File: src/rtl/bbmc_pkg.sv
package bbmc_pkg;

  // Request opcodes.
  localparam logic OP_TICK     = 1'b0;
  localparam logic OP_SET_MODE = 1'b1;

  // Mode codes. Codes five and up hold the drive.
  localparam logic [2:0] MODE_OFF    = 3'd0;
  localparam logic [2:0] MODE_ON     = 3'd1;
  localparam logic [2:0] MODE_SLOW   = 3'd2;
  localparam logic [2:0] MODE_NORMAL = 3'd3;
  localparam logic [2:0] MODE_FAST   = 3'd4;

  // Register indexes on the write port.
  localparam logic [2:0] REG_SLOW_ON    = 3'd0;
  localparam logic [2:0] REG_SLOW_OFF   = 3'd1;
  localparam logic [2:0] REG_NORMAL_ON  = 3'd2;
  localparam logic [2:0] REG_NORMAL_OFF = 3'd3;
  localparam logic [2:0] REG_FAST_ON    = 3'd4;
  localparam logic [2:0] REG_FAST_OFF   = 3'd5;
  localparam logic [2:0] REG_INTENSITY  = 3'd6;

  localparam int MODE_W    = 3;
  localparam int WIDTH_W   = 11;
  localparam int ELAPSED_W = 17;
  localparam int DUR_W     = 16;
  localparam int PCT_W     = 8;
  localparam int WDATA_W   = 24;
  localparam int INDEX_W   = 3;

  localparam logic [WIDTH_W-1:0]   PW_MIN_US   = 11'd1000;
  localparam logic [WIDTH_W-1:0]   PW_MAX_US   = 11'd2000;
  localparam logic [PCT_W-1:0]     PCT_MAX     = 8'd100;
  localparam logic [ELAPSED_W-1:0] ELAPSED_MAX = 17'h1FFFF;

  // All configuration registers as seen by the core.
  typedef struct packed {
    logic [DUR_W-1:0] slow_on_ms;
    logic [DUR_W-1:0] slow_off_ms;
    logic [DUR_W-1:0] normal_on_ms;
    logic [DUR_W-1:0] normal_off_ms;
    logic [DUR_W-1:0] fast_on_ms;
    logic [DUR_W-1:0] fast_off_ms;
    logic [WDATA_W-1:0] blink_intensities;
  } cfg_regs_t;

  // Lit pulse width: percent clamped at 100, times ten, plus the minimum width.
  function automatic logic [WIDTH_W-1:0] lit_width(input logic [PCT_W-1:0] pct);
    logic [PCT_W-1:0] p;
    p = (pct > PCT_MAX) ? PCT_MAX : pct;
    return ({3'b000, p} << 3) + ({3'b000, p} << 1) + PW_MIN_US;
  endfunction

endpackage

File: src/rtl/bbmc_cmd_if.sv
interface bbmc_cmd_if;
  import bbmc_pkg::*;

  logic              valid;
  logic              ready;
  logic              opcode;
  logic [MODE_W-1:0] new_mode;

  modport source (output valid, output opcode, output new_mode, input ready);
  modport sink   (input valid, input opcode, input new_mode, output ready);
endinterface

File: src/rtl/bbmc_status_if.sv
interface bbmc_status_if;
  import bbmc_pkg::*;

  logic               valid;
  logic               ready;
  logic [WIDTH_W-1:0] pulse_width_us;
  logic               lamp_lit;

  modport source (output valid, output pulse_width_us, output lamp_lit, input ready);
  modport sink   (input valid, input pulse_width_us, input lamp_lit, output ready);
endinterface

File: src/rtl/bbmc_cfg.sv
module bbmc_cfg (
  input  logic                          clk,
  input  logic                          rst,
  input  logic                          wr_en,
  input  logic [bbmc_pkg::INDEX_W-1:0]  wr_index,
  input  logic [bbmc_pkg::WDATA_W-1:0]  wr_data,
  output bbmc_pkg::cfg_regs_t           regs
);
  import bbmc_pkg::*;

  // Register file with reset values; unknown indexes are dropped.
  always_ff @(posedge clk) begin
    if (rst) begin
      regs.slow_on_ms        <= 16'd1000;
      regs.slow_off_ms       <= 16'd1000;
      regs.normal_on_ms      <= 16'd500;
      regs.normal_off_ms     <= 16'd500;
      regs.fast_on_ms        <= 16'd200;
      regs.fast_off_ms       <= 16'd200;
      regs.blink_intensities <= 24'h646464;
    end else if (wr_en) begin
      case (wr_index)
        REG_SLOW_ON:    regs.slow_on_ms        <= wr_data[DUR_W-1:0];
        REG_SLOW_OFF:   regs.slow_off_ms       <= wr_data[DUR_W-1:0];
        REG_NORMAL_ON:  regs.normal_on_ms      <= wr_data[DUR_W-1:0];
        REG_NORMAL_OFF: regs.normal_off_ms     <= wr_data[DUR_W-1:0];
        REG_FAST_ON:    regs.fast_on_ms        <= wr_data[DUR_W-1:0];
        REG_FAST_OFF:   regs.fast_off_ms       <= wr_data[DUR_W-1:0];
        REG_INTENSITY:  regs.blink_intensities <= wr_data;
        default: ;
      endcase
    end
  end
endmodule

File: src/rtl/bbmc_core.sv
module bbmc_core (
  input  logic                 clk,
  input  logic                 rst,
  input  bbmc_pkg::cfg_regs_t  regs,
  bbmc_cmd_if.sink             cmd,
  bbmc_status_if.source        status
);
  import bbmc_pkg::*;

  logic [MODE_W-1:0]    current_mode, current_mode_next;
  logic                 mode_changed, mode_changed_next;
  logic                 lit_flag, lit_flag_next;
  logic [ELAPSED_W-1:0] elapsed_ms, elapsed_ms_next;
  logic [WIDTH_W-1:0]   drive_width, drive_width_next;
  logic                 out_valid;
  logic                 accept;

  logic [DUR_W-1:0]     on_ms, off_ms;
  logic [PCT_W-1:0]     pct;
  logic [ELAPSED_W-1:0] elapsed_inc;
  logic                 is_blink;

  // A new request is taken while the result slot is empty or being drained.
  assign cmd.ready = !out_valid || status.ready;
  assign accept    = cmd.valid && cmd.ready;

  // The result is the state left by the last request.
  assign status.valid          = out_valid;
  assign status.pulse_width_us = drive_width;
  assign status.lamp_lit       = lit_flag;

  // Timing and intensity for the blink mode in force.
  always_comb begin
    on_ms    = regs.slow_on_ms;
    off_ms   = regs.slow_off_ms;
    pct      = regs.blink_intensities[7:0];
    is_blink = 1'b0;
    case (current_mode)
      MODE_SLOW: begin
        is_blink = 1'b1;
      end
      MODE_NORMAL: begin
        on_ms    = regs.normal_on_ms;
        off_ms   = regs.normal_off_ms;
        pct      = regs.blink_intensities[15:8];
        is_blink = 1'b1;
      end
      MODE_FAST: begin
        on_ms    = regs.fast_on_ms;
        off_ms   = regs.fast_off_ms;
        pct      = regs.blink_intensities[23:16];
        is_blink = 1'b1;
      end
      default: ;
    endcase
  end

  assign elapsed_inc = (elapsed_ms < ELAPSED_MAX) ? elapsed_ms + 1'b1 : elapsed_ms;

  // Next state for one request.
  always_comb begin
    current_mode_next = current_mode;
    mode_changed_next = mode_changed;
    lit_flag_next     = lit_flag;
    elapsed_ms_next   = elapsed_ms;
    drive_width_next  = drive_width;
    if (cmd.opcode == OP_SET_MODE) begin
      if (cmd.new_mode != current_mode) begin
        mode_changed_next = 1'b1;
        current_mode_next = cmd.new_mode;
      end
    end else begin
      elapsed_ms_next = elapsed_inc;
      if (current_mode == MODE_OFF) begin
        lit_flag_next    = 1'b0;
        drive_width_next = PW_MIN_US;
      end else if (current_mode == MODE_ON) begin
        lit_flag_next    = 1'b1;
        drive_width_next = PW_MAX_US;
      end else if (is_blink) begin
        if (mode_changed || (!lit_flag && elapsed_inc > {1'b0, off_ms})) begin
          mode_changed_next = 1'b0;
          lit_flag_next     = 1'b1;
          drive_width_next  = lit_width(pct);
          elapsed_ms_next   = '0;
        end else if (lit_flag && elapsed_inc > {1'b0, on_ms}) begin
          lit_flag_next    = 1'b0;
          drive_width_next = PW_MIN_US;
          elapsed_ms_next  = '0;
        end
      end
    end
  end

  // State and result valid flag.
  always_ff @(posedge clk) begin
    if (rst) begin
      current_mode <= MODE_OFF;
      mode_changed <= 1'b0;
      lit_flag     <= 1'b0;
      elapsed_ms   <= '0;
      drive_width  <= '0;
      out_valid    <= 1'b0;
    end else begin
      if (accept) begin
        current_mode <= current_mode_next;
        mode_changed <= mode_changed_next;
        lit_flag     <= lit_flag_next;
        elapsed_ms   <= elapsed_ms_next;
        drive_width  <= drive_width_next;
        out_valid    <= 1'b1;
      end else if (status.ready) begin
        out_valid <= 1'b0;
      end
    end
  end
endmodule

File: src/rtl/beacon_blink_mode_controller.sv
// Channel   Role    Payload
// cmd       sink    opcode (tick or set mode), new_mode
// status    source  pulse_width_us, lamp_lit
// wr_*      write   wr_en, wr_index, wr_data (no read-back)
//
// One request per cycle while the result is not stalled; each yields its result in the cycle after acceptance.
// The mode state and drive registers are updated in a single pass and are
// presented directly as the result.
// A stalled result holds cmd.ready low; a draining result lets the next
// request in on the same edge. Synchronous reset restores all registers.
module beacon_blink_mode_controller (
  input  logic                          clk,
  input  logic                          rst,
  bbmc_cmd_if.sink                      cmd,
  bbmc_status_if.source                 status,
  input  logic                          wr_en,
  input  logic [bbmc_pkg::INDEX_W-1:0]  wr_index,
  input  logic [bbmc_pkg::WDATA_W-1:0]  wr_data
);
  import bbmc_pkg::*;

  cfg_regs_t regs;

  // Configuration registers.
  bbmc_cfg u_cfg (
    .clk      (clk),
    .rst      (rst),
    .wr_en    (wr_en),
    .wr_index (wr_index),
    .wr_data  (wr_data),
    .regs     (regs)
  );

  // Mode and blink engine.
  bbmc_core u_core (
    .clk    (clk),
    .rst    (rst),
    .regs   (regs),
    .cmd    (cmd),
    .status (status)
  );
endmodule

File: src/flat_wrapper.sv
// flat-port wrapper written by rule: the top's interface ports become plain ports
module beacon_blink_mode_controller_flat import bbmc_pkg::*;
  (clk, rst, wr_en, wr_index, wr_data, cmd_valid, cmd_opcode, cmd_new_mode, cmd_ready, status_valid, status_pulse_width_us, status_lamp_lit, status_ready);
  bbmc_cmd_if cmd_i ();
  bbmc_status_if status_i ();
  input  logic clk;
  input  logic rst;
  input  logic wr_en;
  input  logic [bbmc_pkg::INDEX_W-1:0] wr_index;
  input  logic [bbmc_pkg::WDATA_W-1:0] wr_data;
  input wire logic [$bits(cmd_i.valid)-1:0] cmd_valid;
  input wire logic [$bits(cmd_i.opcode)-1:0] cmd_opcode;
  input wire logic [$bits(cmd_i.new_mode)-1:0] cmd_new_mode;
  output wire logic [$bits(cmd_i.ready)-1:0] cmd_ready;
  output wire logic [$bits(status_i.valid)-1:0] status_valid;
  output wire logic [$bits(status_i.pulse_width_us)-1:0] status_pulse_width_us;
  output wire logic [$bits(status_i.lamp_lit)-1:0] status_lamp_lit;
  input wire logic [$bits(status_i.ready)-1:0] status_ready;
  assign cmd_i.valid = cmd_valid;
  assign cmd_i.opcode = cmd_opcode;
  assign cmd_i.new_mode = cmd_new_mode;
  assign cmd_ready = cmd_i.ready;
  assign status_valid = status_i.valid;
  assign status_pulse_width_us = status_i.pulse_width_us;
  assign status_lamp_lit = status_i.lamp_lit;
  assign status_i.ready = status_ready;
  beacon_blink_mode_controller u_core (.clk(clk), .rst(rst), .cmd(cmd_i), .status(status_i), .wr_en(wr_en), .wr_index(wr_index), .wr_data(wr_data));
endmodule
File: config.mk
export PLATFORM = sky130hd
export DESIGN_NAME = beacon_blink_mode_controller_flat
export DESIGN_NICKNAME = d
export VERILOG_FILES = /design/src/rtl/bbmc_pkg.sv /design/src/rtl/bbmc_cmd_if.sv /design/src/rtl/bbmc_status_if.sv /design/src/rtl/bbmc_cfg.sv /design/src/rtl/bbmc_core.sv /design/src/rtl/beacon_blink_mode_controller.sv /design/src/flat_wrapper.sv
export SDC_FILE = /design/constraint.sdc
export NUM_CORES = 1
export LEC_CHECK = 0
export BUFFER_PORTS_ARGS = -buffer_cell sky130_fd_sc_hd__buf_2
export CORE_MARGIN = 2
export CORE_UTILIZATION = 61
export CTS_CLUSTER_DIAMETER = 80
export DETAILED_ROUTE_END_ITERATION = 10
export HOLD_SLACK_MARGIN = 0.06
export PLACE_DENSITY = 0.77
export SYNTH_ARGS = -nofsm -noshare
export SYNTH_HDL_FRONTEND = slang
export SYNTH_SLANG_ARGS = --single-unit
File: constraint.sdc
create_clock -name clk -period 4.9 [get_ports clk]
set_input_delay 0.245 -clock clk [delete_from_list [all_inputs] [get_ports clk]]
set_output_delay 0.245 -clock clk [all_outputs]
set_load 0.02 [all_outputs]
Yosys cells after proc, flatten, opt, wreduce, memory -nomap -nowiden
Index checks and enable logic that the tools add are counted.

Output and inout port bits: 14. Input port bits: 36. Flip-flop bits (word level): 154. Logic and storage cells: 90.

Reduce and logical (&&, ||, !) cells: 26. Order comparisons: 4. Multiplexer cells: 29. $add $sub $neg: 3. Equal/unequal tests: 14. Bitwise logic cells: 1.

Operators by type and width (number): 17-bit 2-to-1 mux (6); 16-bit case mux with 2 select lines (2); 11-bit 2-to-1 mux (5); 17-bit by 16-bit greater-than comparator with 1-bit output (2); 17-bit by 1-bit adder with 17-bit output (second input constant) (1); 17-bit less-than comparator (second input constant) (1); 8-bit case mux with 2 select lines (1); 2-bit AND reduction (8); 1-bit 2-to-1 mux (14); 3-bit by 2-bit equality test with 1-bit output (second input constant) (4); 3-bit equality test (second input constant) (4); 11-bit by 10-bit adder with 11-bit output (second input constant) (1); 11-bit by 9-bit adder with 11-bit output (1); 8-bit by 7-bit greater-than comparator with 1-bit output (second input constant) (1); 8-bit 2-to-1 mux (1); 3-bit by 1-bit equality test with 1-bit output (second input constant) (2); 3-bit zero test (2); 6-bit AND reduction (1); 2-bit nonzero test (3); 2-bit != test (second input constant) (2); 4-bit AND reduction (1); 4-bit nonzero test (1); 1-bit logical AND (3); 3-bit != test (1); 7 further kinds (9).

Logic depth before layout (Yosys ltp)
Depth in word-level cells: 10. Mapped depth: 21. Gate-level depth less buffers: 19.

Hierarchy
From an unflattened synthesis, not the netlist that was laid out.

Cell total of the unflattened synthesis: 946. Area, all modules: 8588.2 µm².

Modules (own cells, without submodules): bbmc_cfg (sequential area each 2402.3 µm², times used 1, area an instance 4720.8 µm², cells each 438); bbmc_core (sequential area each 660.6 µm², times used 1, area an instance 3867.5 µm², cells each 508).

Least setup slack after synthesis
No wires, ideal clock.

Path type: flip-flop to flip-flop. Start point: reg u_core.u_core.elapsed_ms[6]. End point: reg u_core.u_core.drive_width[2], in the netlist u_core.u_core.status.pulse_width_us[2]. Library setup time: 0.116 ns. Required time: 4.784 ns. Arrival time: 3.940 ns. Slack: 0.843 ns. Stages on the path, launching flop included: 20. Path buffers: 2. Period minus slack after synthesis: 4.057 ns. Path through: dfxtp_1 -> buf_2 -> nand4_1 -> or3_1 -> clkbuf_2 -> nor2_1 -> nor2_1 -> nand3_1 -> nor2_1 -> xor2_1 -> ha_1 -> a21o_1 -> a21o_1 -> a2111oi_0 -> o211ai_1 -> a211oi_1 -> or3_4 -> a221o_1 -> nand2_2 -> a41o_1.

Longest elaborated chain between the ends: 9. Elaborated cells between the ends (all ways): 14. Those cells by class: 1 x add/sub; 3 x order compare; 5 x mux; 5 x reduce/logical.

RTL lines: start: declaration (RTL line bbmc_core.sv:13) `logic [ELAPSED_W-1:0] elapsed_ms, elapsed_ms_next;`; start signal: assignment (RTL line bbmc_core.sv:109) `elapsed_ms <= elapsed_ms_next;`; 17-bit by 1-bit adder with 17-bit output or 17-bit less-than comparator (tied branches) (RTL line bbmc_core.sv:58) `assign elapsed_inc = (elapsed_ms < ELAPSED_MAX) ? elapsed_ms + 1'b1 : elapsed_ms;`; 17-bit 2-to-1 mux * (RTL line bbmc_core.sv:58); 17-bit by 16-bit greater-than comparator with 1-bit output (RTL line bbmc_core.sv:81) `if (mode_changed || (!lit_flag && elapsed_inc > {1'b0, off_ms})) begin`; 1-bit logical AND (RTL line bbmc_core.sv:81); 1-bit logical OR (RTL line bbmc_core.sv:81); 11-bit 2-to-1 mux (RTL line bbmc_core.sv:81); 11-bit 2-to-1 mux (RTL line bbmc_core.sv:80) `end else if (is_blink) begin`; 11-bit 2-to-1 mux (RTL line bbmc_core.sv:77) `end else if (current_mode == MODE_ON) begin`; 11-bit 2-to-1 mux (RTL line bbmc_core.sv:74) `if (current_mode == MODE_OFF) begin`; end signal: assignment (RTL line bbmc_core.sv:110) `drive_width <= drive_width_next;`; end: declaration (RTL line bbmc_core.sv:14) `logic [WIDTH_W-1:0] drive_width, drive_width_next;`.

Every way passes the cells marked *; elsewhere a longest branch is shown, timed or not. The select of a mux whose other input is x is not followed. A chain may end at the register's enable or synchronous reset.

Worst setup path after layout
Start point: reg u_core.u_core.current_mode[1]. End point: reg u_core.u_core.drive_width[10], in the netlist u_core.u_core.status.pulse_width_us[10].

Longest elaborated chain between the ends: 10. Elaborated cells between the ends (all ways): 26. Those cells by class: 2 x add/sub; 3 x order compare; 4 x eq/ne; 9 x mux; 8 x reduce/logical.

RTL lines: start: declaration (RTL line bbmc_core.sv:10) `logic [MODE_W-1:0] current_mode, current_mode_next;`; start signal: assignment (RTL line bbmc_core.sv:106) `current_mode <= current_mode_next;`; 3-bit equality test or 3-bit by 2-bit equality test with 1-bit output (tied branches) (RTL line bbmc_core.sv:38) `case (current_mode)`; 8-bit case mux with 2 select lines (RTL line bbmc_core.sv:38); 8-bit by 7-bit greater-than comparator with 1-bit output (RTL line bbmc_pkg.sv:50) `p = (pct > PCT_MAX) ? PCT_MAX : pct;`; 8-bit 2-to-1 mux (RTL line bbmc_pkg.sv:50); 11-bit by 9-bit adder with 11-bit output (RTL line bbmc_pkg.sv:51) `return ({3'b000, p} << 3) + ({3'b000, p} << 1) + PW_MIN_US;`; 11-bit by 10-bit adder with 11-bit output (RTL line bbmc_pkg.sv:51); 11-bit 2-to-1 mux (RTL line bbmc_core.sv:81); 11-bit 2-to-1 mux (RTL line bbmc_core.sv:80); 11-bit 2-to-1 mux (RTL line bbmc_core.sv:77); 11-bit 2-to-1 mux (RTL line bbmc_core.sv:74).

Parallel ways exist; a longest one is shown, timed or not. The select of a mux whose other input is x is not followed.

==> key figures <==
Route
  – Drt total wl: 21.4 mm
  – DR top layer: met4
  – DR DRC count: 0
  – Routed vias: 7309
  – Iter 0 DRT Violations: 782
  – WL met3: 1.43 mm
  – Met2 Routed Length: 9.97 mm
  – Vias per inst: 5.97
  – M1 WL: 9.59 mm
  – Drt wl/cell: 17.4 um
  – Antenna Violating Nets Remaining: 0
  – 1st-pass router iterations: 6

STA
  – Min cycle time layout: 4.51 ns
  – Slew @ Worst Pin: 1.18 ns
  – Period utilization: 92.1%
  – Final hold vios: 0
  – # setup viols final: 0
  – Max-slew violation count: 0
  – RSZ-0062 raised after global routing: false
  – Clk_skew: 0.00826 ns
  – Final WS setup: 0.385 ns
  – Relative slew slack: 20.9%
  – Max Clk Rate: 221 MHz
  – Setup tns final: 0 ns

Critical path
  – WP depth: 20
  – Worst r2r path cells: 20
  – Critical Path Most Common Cell: a21oi_1
  – Worst-path cell chain: and3b_1 > nor2_2 > buf_4 > a21oi_1 > a21oi_1 > nor2_1 > o31ai_2 > a211oi_1 > ha_1 > inv_1 > ha_1 > fa_1 > a21oi_1 > nor2_1 > nor2_1 > o21bai_1 > a21oi_1 > xor2_1 > nand2_1 > a311oi_1
  – RR Startpoint: u_core.u_core.current_mode[1]
  – WP data arrival: 4.86 ns
  – Delay of the slowest cell on the worst path: 0.60 ns
  – Setup crit end kind: register
  – FF-to-FF End: u_core.u_core.status.pulse_width_us[10]
  – Data required, critical path: 5.24 ns
  – R2R Setup Slk: 0.39 ns
  – CP top delay family: compound AO/OA/AOI/OAI gates
  – Crit path launch type: register
  – CP Class: reg -> reg
  – Slowest cell on crit path: dfxtp_1
  – CP bufs+invs: 2
  – Critical Path Fanout Max: 13

Placed design
  – Placed Area: 8130 um2
  – I/O Buffers: 48
  – DP Worst Slack: 0.229 ns
  – GPL Wtd Cong: 0.909
  – Post-detail-place hpwl: 13.6 mm

Synth
  – Post-synthesis cell count: 1009
  – Primary FF master, synth: dfxtp_1
  – Synth Cell Area: 7800 um2
  – Post-synth top area cell: dfxtp_1
  – Synth cell count leaders: 288 x nand2_1, 153 x dfxtp_1, 150 x a21oi_1
  – Most frequent cell after synthesis: nand2_1
  – FFs w/ async S/R, synth: 0%
  – Library cells used by synthesis: 73
  – Mapped Nets: 1085
  – Syn_area_per_cell: 7.73 um2
  – Number of synthesized flops with an enable pin: 0
  – Top cell type's share of synthesized area: 39.3%
  – #FFs+latches synth: 153
  – Yosys warns: 0
  – Sequential area share after synthesis: 39.3%
  – Synth top area cells: dfxtp_1 39%, nand2_1 14%, a21oi_1 9.6%

Clocking
  – TritonCTS clock tree: built
  – Num CTS Buffers: 17
  – H-tree depth: 4
  – Worst-path clk slew: 0.06 ns
  – Maximum clock path buffer count: 2
  – Root Driver: clkbuf_16
  – Clock sinks: 153
  – Worst skew pair latency: 0.44 ns

Power
  – Comb pwr share: 10.4%
  – Leakage power: 3.66 nW
  – Peak supply drop: 0.266 mV
  – Net Switching: 0.000741 W
  – Power density over cell area: 331 nW/um2
  – Switching Share: 25.3%
  – Flop pwr share: 44.5%
  – P_int: 0.00218 W
  – Clock power share: 45.0%
  – PnR Total Power: 0.00292 W

Min path
  – Worst Hold End: u_core.u_core.elapsed_ms[6]
  – Worst Hold Depth: 2
  – Hold path start: rst
  – HP Class: in -> reg

Run status
  – Status: completed

Floorplanning
  – Io pins: 50
  – Die width: 117 um
  – Die Ht: 117 um
  – Core Footprint: 12600 um2
  – Rows: 41
  – Die area: 13700 um2
  – Initial Util: 62.1%

Global routing
  – Gr usage total: 32.0%
  – First-pass GRT wire length: 33.5 mm
  – Vias in the first global route: 6555
  – Antenna violations before repair: 0
  – Global route overflow: 0
  – Pin count of the biggest net entering global routing: 103

Layout
  – Post-route cell area: 8840 um2
  – Layout area overhead: 13.3%
  – # diodes: 0
  – Fill cells: 1057
  – Share of cells above drive strength 1: 11.6%
  – Total Nets Final: 1116

Job
  – Max Cap Viol: 0
## power by group through the flow
stage	sequential [W]	clock [W]	combinational (W)
4_1_cts	0.00130	0.00132	0.000298
5_1_grt	0.00131	0.00138	0.000339
3_3_place_gp	0.00133	0	0.000288
3_5_place_dp	0.00133	0	0.000291
6_report	0.00130	0.00132	0.000306
2_1_floorplan	0.00133	0	0.000188
## per-layer routing
metal / up-vias / GRT usage [%]
met5: - / 0
met4: 0 / 10.8
met3: 33 / 7.31
met2: 271 / 50.1
met1: 3394 / 43.8
li1: 3611 / -
## area by class of cell
| type | count | area (um2) | share of cell area (%) |
|---|---|---|---|
| multi-input cells | 781 | 4470 | 50.6 |
| repair buffers | 72 | 443 | 5.01 |
| inverters | 15 | 56.3 | 0.637 |
| flip-flops and latches | 153 | 3060 | 34.7 |
| clock inverters | 9 | 114 | 1.29 |
| well taps | 172 | 215 | 2.43 |
| clock buffers | 23 | 478 | 5.41 |
## worst register-to-register path, stage by stage (launching register included)
cell	delay, ns
dfxtp_1	0.60
and3b_1	0.51
nor2_2	0.12
buf_4	0.19
a21oi_1	0.24
a21oi_1	0.12
nor2_1	0.16
o31ai_2	0.14
a211oi_1	0.34
ha_1	0.20
inv_1	0.04
ha_1	0.20
fa_1	0.41
a21oi_1	0.14
nor2_1	0.05
nor2_1	0.16
o21bai_1	0.09
a21oi_1	0.17
xor2_1	0.20
nand2_1	0.08
a311oi_1	0.28
## what timing repair did
action / 4_1_cts / 5_1_grt
resized for setup: 0 / 5
endpoints found under the hold margin: 8 / 0
hold buffers: 8 / 0
buffers inserted: 0 / 2
endpoints found under the setup margin: 0 / 28
## worst max-delay path by stage
stage          slack (ns)                     startpoint                                       to
4_1_cts              0.14    u_core.u_core.elapsed_ms[6]              u_core.u_core.elapsed_ms[4]
5_1_grt              0.01    u_core.u_core.elapsed_ms[5]   u_core.u_core.status.pulse_width_us[2]
3_5_place_dp         0.23    u_core.u_core.elapsed_ms[6]              u_core.u_core.elapsed_ms[4]
3_3_place_gp         0.35    u_core.u_core.elapsed_ms[6]              u_core.u_core.elapsed_ms[4]
6_report             0.39  u_core.u_core.current_mode[1]  u_core.u_core.status.pulse_width_us[10]
2_1_floorplan        0.84    u_core.u_core.elapsed_ms[6]   u_core.u_core.status.pulse_width_us[2]
## per-stage QoR
stage | hold slack [ns] | instances | utilization, %
after global placement | 0.441 | 1183 | 64.7
after CTS | 0.0622 | 1223 | 70.1
final | 0.0663 | 1225 | 70.3
after detailed placement | 0.447 | 1183 | 64.7
after global routing | 0.0677 | 1225 | 70.3
after floorplan | 0.369 | 1009 | -
## placed cells by master, fill, tap and decap left out, types with 5 or more instances in the layout
master	synthesis	final
a21o_1	11	11
a21oi_1	150	150
a22o_1	35	35
a311oi_1	7	7
and3_1	9	9
buf_2	6	47
buf_4	2	17
clkbuf_16	0	17
dfxtp_1	153	152
dlygate4sd3_1	0	8
ha_1	39	39
inv_1	14	14
nand2_1	288	288
nand3_1	64	64
nand4_1	7	7
nor2_1	22	21
nor2b_1	7	7
nor3_1	18	16
o211ai_1	5	5
o21ai_0	11	11
or2_2	7	7
xnor2_1	14	14
xor2_1	10	10
## cells by family (layout without fill, tap and decap cells)
| logic type | after synthesis | after routing | synth area share [%] |
|---|---|---|---|
| buffers and inverters | 75 | 119 | 3.91 |
| other | 1 | 1 | 0.0481 |
| adders and majority gates | 43 | 43 | 6.91 |
| AOI/OAI and AO/OA | 259 | 259 | 21.1 |
| muxes | 4 | 4 | 0.513 |
| xor gates and xnor gates | 24 | 24 | 2.69 |
| and+or+nand+nor | 450 | 450 | 25.5 |
| DFF | 153 | 153 | 39.3 |
## registers in the layout, indices dropped and copies added, names as in the netlist
register / flops
u_core.u_cfg.regs: 120
u_core.u_core.current_mode: 3
u_core.u_core.elapsed_ms: 17
u_core.u_core.mode_changed: 1
u_core.u_core.status.lamp_lit: 1
u_core.u_core.status.pulse_width_us: 10
u_core.u_core.status.valid: 1
Power figures use the tool's default switching activity.
